==> src/hdl/vsrot_ram.sv <==
// Generic single-write, single-read RAM with registered read data.
`default_nettype none

module vsrot_ram #(
    parameter int WIDTH = 8,
    parameter int DEPTH = 16
) (
    input  logic                     i_clk,
    input  logic                     i_we,
    input  logic [$clog2(DEPTH)-1:0] i_waddr,
    input  logic [WIDTH-1:0]         i_wdata,
    input  logic [$clog2(DEPTH)-1:0] i_raddr,
    output logic [WIDTH-1:0]         o_rdata
);

    logic [WIDTH-1:0] r_mem [DEPTH];
    logic [WIDTH-1:0] r_rdata;

    always_ff @(posedge i_clk) begin
        if (i_we) begin
            r_mem[i_waddr] <= i_wdata;
        end
        r_rdata <= r_mem[i_raddr];
    end

    assign o_rdata = r_rdata;

endmodule

`default_nettype wire

==> config.mk <==
export PLATFORM = sky130hd
export DESIGN_NAME = vsrot_ram
export DESIGN_NICKNAME = d
export VERILOG_FILES = /design/src/hdl/vsrot_ram.sv
export SDC_FILE = /design/constraint.sdc
export NUM_CORES = 1
export LEC_CHECK = 0
export BUFFER_PORTS_ARGS = -buffer_cell sky130_fd_sc_hd__buf_2
export CORE_MARGIN = 5
export CORE_UTILIZATION = 44
export DETAILED_ROUTE_END_ITERATION = 8
export MAX_ROUTING_LAYER = met4
export SLEW_MARGIN = 20
export SYNTH_ARGS = -nofsm -noshare
export SYNTH_HDL_FRONTEND = slang
export SYNTH_SLANG_ARGS = --single-unit
export TNS_END_PERCENT = 1
==> constraint.sdc <==
create_clock -name i_clk -period 2.9 [get_ports i_clk]
set_clock_uncertainty 0.2 [all_clocks]
set_input_delay 0.725 -clock i_clk [delete_from_list [all_inputs] [get_ports i_clk]]
set_output_delay 0.725 -clock i_clk [all_outputs]
set_load 0.1 [all_outputs]
==> results summary, run 1 <==
Of the total power, the clock network draws 0.456. The synthesized net count is roughly 250. The die covers between 10000 and 15000 um^2. Static timing analysis puts the maximum clock frequency at about 470 MHz.

The library cells used most frequently in the layout, excluding fill and tap cells, are 128 x sky130_fd_sc_hd__edfxtp_1, 25 x sky130_fd_sc_hd__buf_2, 18 x sky130_fd_sc_hd__mux4_2, 18 x sky130_fd_sc_hd__buf_4, 17 x sky130_fd_sc_hd__clkbuf_16. In the final layout, the share of cells above drive strength 1 is 0.320. At the end of routability-driven placement, the weighted congestion stood at approximately 0.72. The actual slew at the worst max-slew pin is around 0.66 ns.

The wire length on met3 is between 400 and 500 um. Walking the worst path, the cells encountered are buf_2. For this design, the slowest cell found on the critical path is sky130_fd_sc_hd__buf_2. The flow ran to the end, and the final reports show no timing, DRC or antenna violations. The starting utilization of the core area came out at 0.449.

The total power per unit cell area is ~750 nW/um^2. Detailed placement finished with a half-perimeter wire length of around 6.3 mm. Counting tap cells, the placed design contains a total of just over 400 instances. The first-pass GRT wire length is around 15 mm.

The launch point of the critical path is o_rdata[4]. The remaining number of nets flagged by the antenna check after routing came out at 0. The placement-stage cell area is around 5500 um^2.

In this run the worst path has a maximum fanout of 1. The post-cts repair resize count came out at 0. The kind of cell with the highest combined delay along the critical path is buffers and inverters. The final non-filler cell area came out at 6100 um^2. The number of ports placed on the die boundary came out at 26. The delay of the slowest critical-path stage is between 0.4 and 0.5 ns. In this run the standard cell core region covers roughly 11000 um^2. Synthesis handed over a netlist of 229 instances. The number of antenna violations at the first check in global routing is 0. Post-CTS timing repair inserted 0 buffers for setup. Setup repair after global routing left no endpoint under its margin.

For this block, the initial DRC count from the detailed router was around 220. The hold path startpoint is r_mem[11][2]. Once layout is complete, the cells apart from fillers number 437.

The number of levels in the clock H-tree came out at 4. The sequential-to-total area share from yosys stat came out at 0.778. The post-layout minimum cycle time came out at between 2 and 2.5 ns. The combinational power share came out at 0.063.

The detail-routed via count per cell came out at 5.35. The core utilization of the finished layout came out at 0.532. The number of pins exceeding their max-slew limit in the final report came to 0. STA puts the critical path data required time at approximately 2 ns. The analysis attributes to net switching a power of about 980 uW. Counting the fill cells in the layout gives 877. The portion of total power attributed to sequential cells is 0.481. From left edge to right edge, the die measures between 100 and 150 um. The data arrival at the endpoint of the critical path is approximately 1.2 ns. The clock tree from TritonCTS is done.

Leaving out fill and tap cells, the most frequent cell in the layout is sky130_fd_sc_hd__edfxtp_1. The detailed router placed 2337 vias in this run. The category of the most critical setup path is reg -> out. The insertion delay of the later-clocked pin in the worst-skew pair came out at between 0.4 and 0.5 ns.

The count of nets after finishing came out at 300. Entering global routing, the biggest net connects 33 pins. The Yosys step of the flow raised 0 warnings.

The synthesized design contains 136 register bits. In the final routing, the length of wire on met1 measures a little over 4 mm. The routed wire length per instance came out at approximately 21 um.

Together, buffers and inverters on the worst path number 1. The worst ir drop on vdd is between 0.3 and 0.4 mV. The final-report setup violation count came out at 0.

The sum of routed wire length over all layers came out at around 9.4 mm. The detailed-route DRC error count is 0. After clock tree synthesis, the flow added hold-fix buffers numbering 0. The final-report hold violation count came to 0. No sink is reached through more buffers than the 2 on the longest clock path. After global routing the overflow that remains totals 0.

The antenna diode instance count is 0. The max capacitance violation total came out at 0. Relative to the synthesized area, the layout overhead comes to 18.6%. The average instance in the mapped netlist occupies about 22 um^2. The proportion of total power due to net switching came out at 0.213.

Of the available clock period, the critical path in the final layout requires 0.736. The total track usage came out at 0.149. The worst-case headroom to the max-slew limit came out at 0.561.

Port buffering added 25 buffers. Detailed routing placed a total of between 4 and 5 mm of wire on met2. STA classifies the critical path startpoint as a register. The via count of the first global-routing pass is between 2000 and 2500. The CTS clock-pin slew for the worst setup and hold paths came out at 0.06 ns. The worst hold-check slack is roughly 0.48 ns. The internal power of the cells totals ~3600 uW. The setup TNS came out at 0 ns. The iteration count of the initial detailed-routing pass came out at 4. Signal routing reaches up to met4. The startpoint of the worst register-to-register path is r_mem[6][2]. The post-synth design cell area came out at 5150 um^2. The number of buffers inserted during clock tree synthesis is 17. The synthesized netlist contains 19 unique library cells.

The cell sitting at the root of the clock tree is a sky130_fd_sc_hd__clkbuf_16. In the final layout, the multi-input gates occupy approximately 1100 um^2. The number of clock sinks seen by CTS is 136. The tightest min-delay check is of the reg -> reg type.

The die height came out at around 120 um. The number of placement rows is 39. The total area of sequential cells is approximately 4000 um^2.

The worst setup path is captured at a primary output. The leakage dissipation is 0.00208 uW.
## power by group through the flow
stage	Sequential (uW)	Combinational (uW)	Clock [uW]
2_1_floorplan	2340	112	0
3_3_place_gp	2250	291	0
3_5_place_dp	2250	297	0
4_1_cts	2210	297	2130
5_1_grt	2210	312	2220
6_report	2210	292	2100
## sequential cells by signal (all words and copies together), names as in the netlist
name / cells
o_rdata: 8
r_mem: 128
## tightest hold or removal path: stages (launching register included)
cell	delay [ns]
sky130_fd_sc_hd__edfxtp_1	0.31
sky130_fd_sc_hd__mux4_1	0.21
sky130_fd_sc_hd__a22oi_1	0.08
sky130_fd_sc_hd__nand2_1	0.06
## cell type report
cell class,count,area share
clock buffer,17,0.0697
tap,143,0.0293
clock inverter,14,0.0260
multi-input combinational,83,0.173
timing repair buffer,44,0.0459
sequential,136,0.656
## worst paths after layout
kind / end / cells after the start / slack [ns]
worst max-delay path: o_rdata[4] / 1 / 0.76
worst min-delay path: o_rdata[2] / 3 / 0.48
worst max register to register: o_rdata[2] / 3 / 1.30
worst min register to register: o_rdata[2] / 3 / 0.48
## routing by layer
layer | vias up | track usage
met3 | 9 | 0.0420
met4 | 0 | 0.0559
met5 | - | -
met1 | 1179 | 0.189
met2 | 67 | 0.230
li1 | 1082 | -
## cells in the mapped netlist
| cell | n | area share |
|---|---|---|
| sky130_fd_sc_hd__and2_1 | 1 | 0.0012 |
| sky130_fd_sc_hd__nor3_1 | 4 | 0.0039 |
| sky130_fd_sc_hd__buf_4 | 1 | 0.0015 |
| sky130_fd_sc_hd__dfxtp_1 | 8 | 0.031 |
| sky130_fd_sc_hd__mux4_1 | 14 | 0.071 |
| sky130_fd_sc_hd__a22oi_1 | 16 | 0.023 |
| sky130_fd_sc_hd__edfxtp_1 | 128 | 0.75 |
| sky130_fd_sc_hd__nand3b_1 | 2 | 0.0029 |
| sky130_fd_sc_hd__buf_6 | 3 | 0.0066 |
| sky130_fd_sc_hd__buf_2 | 3 | 0.0029 |
| sky130_fd_sc_hd__nor2_1 | 13 | 0.0095 |
| sky130_fd_sc_hd__nand3_1 | 1 | 0.00097 |
| sky130_fd_sc_hd__or3b_2 | 1 | 0.0017 |
| sky130_fd_sc_hd__nand2b_1 | 2 | 0.0024 |
| sky130_fd_sc_hd__mux4_2 | 18 | 0.079 |
| sky130_fd_sc_hd__clkdlybuf4s25_2 | 3 | 0.0058 |
| sky130_fd_sc_hd__and2b_1 | 1 | 0.0015 |
| sky130_fd_sc_hd__nand2_1 | 9 | 0.0066 |
| sky130_fd_sc_hd__nor2b_1 | 1 | 0.0012 |
## stage by stage
stage,setup slack (ns),total power (uW)
global placement,0.522,2540
global route,0.734,4750
CTS,0.738,4640
floorplan,0.482,2460
detailed placement,0.492,2550
finish,0.765,4600
## cell families after synthesis
family | after synthesis | synth area share
AOI/OAI and AO/OA | 16 | 0.0233
buffers and inverters | 10 | 0.0168
DFF | 136 | 0.778
muxes | 32 | 0.150
and+or+nand+nor | 35 | 0.0318
Power figures use the tool's default switching activity.
==> run 2, diff against run 1 <==
clock period = 1.9 ns   (was 2.9 ns; I/O delays follow)
==> run 2 against run 1 <==
Register-to-register slack worse by 0.99 ns. Worst hold slack lost 0.23 ns. Routed wire length increased by 6.6%. Core utilization increased by 1.3 points. Critical path type unchanged. Sequential share of layout area fell by 1.6 points. Cell count increased by 2.7%. Non-clock buffer count is 11 higher. First-iteration DRC count grew 47%. Combinational power up 65%. Critical endpoint is now o_rdata[5]. Sequential power rose by 53%. Largest power group unchanged. Setup slack got worse by 0.73 ns.
==> results summary, run 2 (synthesis results as in run 1) <==
The worst endpoint required time came to 1.22 ns (was 1.98 ns). The cell count after placement came to 417 (was 406). The detail-routed via count per cell came to 5.45 (was 5.35). The leakage dissipation was 0.00216 uW (was 0.00208 uW). The number of buffers inserted during clock tree synthesis came out at 17 (unchanged). The first-pass GRT wire length is 15.1 mm (was 14.9 mm). The number of clock sinks seen by CTS is 136 (unchanged). The category of the most critical setup path is reg -> out (unchanged). The clock tree from TritonCTS is done (unchanged). The share of final-layout standard cells stronger than drive strength 1 is 0.346 (was 0.320). The maximum fanout along the worst path came to 1 (unchanged). The worst ir drop on vdd was 0.774 mV (was 0.377 mV). The total area of sequential cells is 4000 um^2 (unchanged).

The die footprint came out at 14000 um^2 (unchanged). The largest register by flop count was r_mem (unchanged). The number of ports placed on the die boundary is 26 (unchanged). The total power per unit cell area is 1140 nW/um^2 (was 753 nW/um^2). The worst-case headroom to the max-slew limit came to 0.520 (was 0.561). The actual slew at the worst max-slew pin was 0.717 ns (was 0.657 ns). The buffer and inverter count on the worst path is 1 (unchanged). The area of the multi-input gates came out at 1060 um^2 (about the same). The placement-stage cell area is 5650 um^2 (was 5520 um^2).

The count of nets after finishing is 311 (was 300). The type of the most critical hold path is in -> reg (was reg -> reg). The category of the worst setup path capture point is a primary output (unchanged).

The final-report setup violation count is 0 (unchanged). The number of antenna violations at the first check in global routing came to 0 (unchanged). The post-layout minimum cycle time came out at around 1.9 ns. The pin count of the biggest net entering global routing came out at 17 (was 33). The final non-filler cell area was 6260 um^2 (was 6100 um^2). The max capacitance violation total is 0 (unchanged). The number of flip-flops in the largest register came out at 128 (unchanged). The placer's final routability congestion estimate came out at 0.725 (was 0.724).

The remaining number of nets flagged by the antenna check after routing was 0 (unchanged). The starting utilization of the core area came out at 0.449 (unchanged). The sum of routed wire length over all layers was 9.99 mm (was 9.37 mm). The routed wire length per instance came out at 22.3 um (was 21.4 um). The violation count after the first detailed-route iteration came out at 329 (was 224). The die height was 118 um (unchanged). The buffer cell driving the clock tree root is sky130_fd_sc_hd__clkbuf_16 (unchanged).

The number of fill cells is 836 (was 877). The total via count after detailed routing came out at 2447 (was 2337). The number of placement rows is 39 (unchanged). The leading cell type in the layout, fill and taps excluded is sky130_fd_sc_hd__edfxtp_1 (unchanged). The antenna diode instance count came out at 0 (unchanged). The total track usage came out at 0.155 (was 0.149).

The highest-delay cell along the critical path was sky130_fd_sc_hd__buf_2 (unchanged). The data arrival at the endpoint of the critical path was 1.19 ns (was 1.21 ns). The post-route clock period utilization is 0.980. The iteration count of the initial detailed-routing pass is 4 (unchanged). The largest buffer count on any clock path was 2 (unchanged). The post-detailed-placement half-perimeter wirelength came to 6.52 mm (was 6.35 mm). The die extent in x is 118 um (unchanged). Cells along the critical path: buf_2 (unchanged). The area growth from synthesis to final layout came to 21.6% (was 18.6%). The number of standard cells in the final layout excluding fillers is 449 (was 437). Based on the critical path, the design can be clocked at up to approximately 540 MHz. RSZ-0062 raised after global routing: no (unchanged).

Result of the run: finished clean (unchanged). The number of hold buffers added after cts came out at 0 (unchanged). The aggregate global routing overflow came out at 0 (unchanged). The startpoint class of the critical path is a register (unchanged). The number of levels in the clock H-tree was 4 (unchanged). The number of pins exceeding their max-slew limit in the final report is 0 (unchanged).

The via count of the first global-routing pass is 2471 (was 2498). Commonest non-fill, non-tap cells in the layout: 128 x sky130_fd_sc_hd__edfxtp_1, 28 x sky130_fd_sc_hd__buf_4, 22 x sky130_fd_sc_hd__buf_2, 18 x sky130_fd_sc_hd__mux4_2, 17 x sky130_fd_sc_hd__clkbuf_16 (was 128 x sky130_fd_sc_hd__edfxtp_1, 25 x sky130_fd_sc_hd__buf_2, 18 x sky130_fd_sc_hd__mux4_2, 18 x sky130_fd_sc_hd__buf_4, 17 x sky130_fd_sc_hd__clkbuf_16). The CTS clock-pin slew for the worst setup and hold paths came out at 0.06 ns (about the same). The final-report hold violation count came out at 0 (unchanged). The detailed-route DRC error count came out at 0 (unchanged). The insertion delay of the later-clocked pin in the worst-skew pair came to 0.41 ns (about the same).

The count of buffers inserted at the top-level ports is 25 (unchanged). The delay of the slowest critical-path stage is 0.43 ns (was 0.44 ns). The cell family contributing the most delay on the critical path is buffers and inverters (unchanged).

The core outline area is 11500 um^2 (unchanged).
==> run 2: metal layers <==
metal	share of wire	wire length (um)	GRT usage	up-vias
met1	0.46	4600	0.213	1272
met2	0.48	4770	0.223	63
met3	0.050	498	0.0506	9
li1	-	-	-	1103
met5	0	0	-	-
met4	0.012	118	0.0452	0
==> run 2: worst paths after layout <==
| check | cells past startpoint | start | slack, ns | end |
|---|---|---|---|---|
| max | 1 | o_rdata[5] | 0.04 | o_rdata[5] |
| min | 1 | i_wdata[1] | 0.26 | r_mem[15][1] |
| min reg2reg | 3 | r_mem[7][2] | 0.47 | o_rdata[2] |
| max reg2reg | 3 | r_mem[1][5] | 0.31 | o_rdata[5] |
==> run 2: final cells by class <==
class	instances	area share
clock inverters	12	0.0238
well taps	143	0.0286
repair buffers	55	0.0652
multi-input cells	83	0.170
clock buffers	20	0.0730
flip-flops and latches	136	0.640
==> run 2: timing repair <==
| item | in CTS | in global routing |
|---|---|---|
| endpoints found under the setup margin | 2 | 1 |
| pin swaps | 0 | 0 |
| setup buffers | 0 | 0 |
| gates resized for setup | 2 | 1 |
==> run 2: report_power, final <==
part	internal, uW	switching [uW]
clock network	2130	1170
registers	3360	23.3
logic	160	323
==> run 2: stage by stage <==
stage | hold WS (ns) | setup TNS (ns) | util | total power (uW) | setup WS (ns)
4_1_cts | 0.246 | 0 | 0.546 | 7210 | 0.0126
2_1_floorplan | 0.374 | -1.18 | - | 3750 | -0.0411
6_report | 0.258 | 0 | 0.546 | 7150 | 0.0380
3_3_place_gp | 0.442 | -1.77 | 0.492 | 3920 | -0.246
5_1_grt | 0.253 | 0 | 0.546 | 7380 | 0.00231
3_5_place_dp | 0.452 | -2.08 | 0.492 | 3930 | -0.257
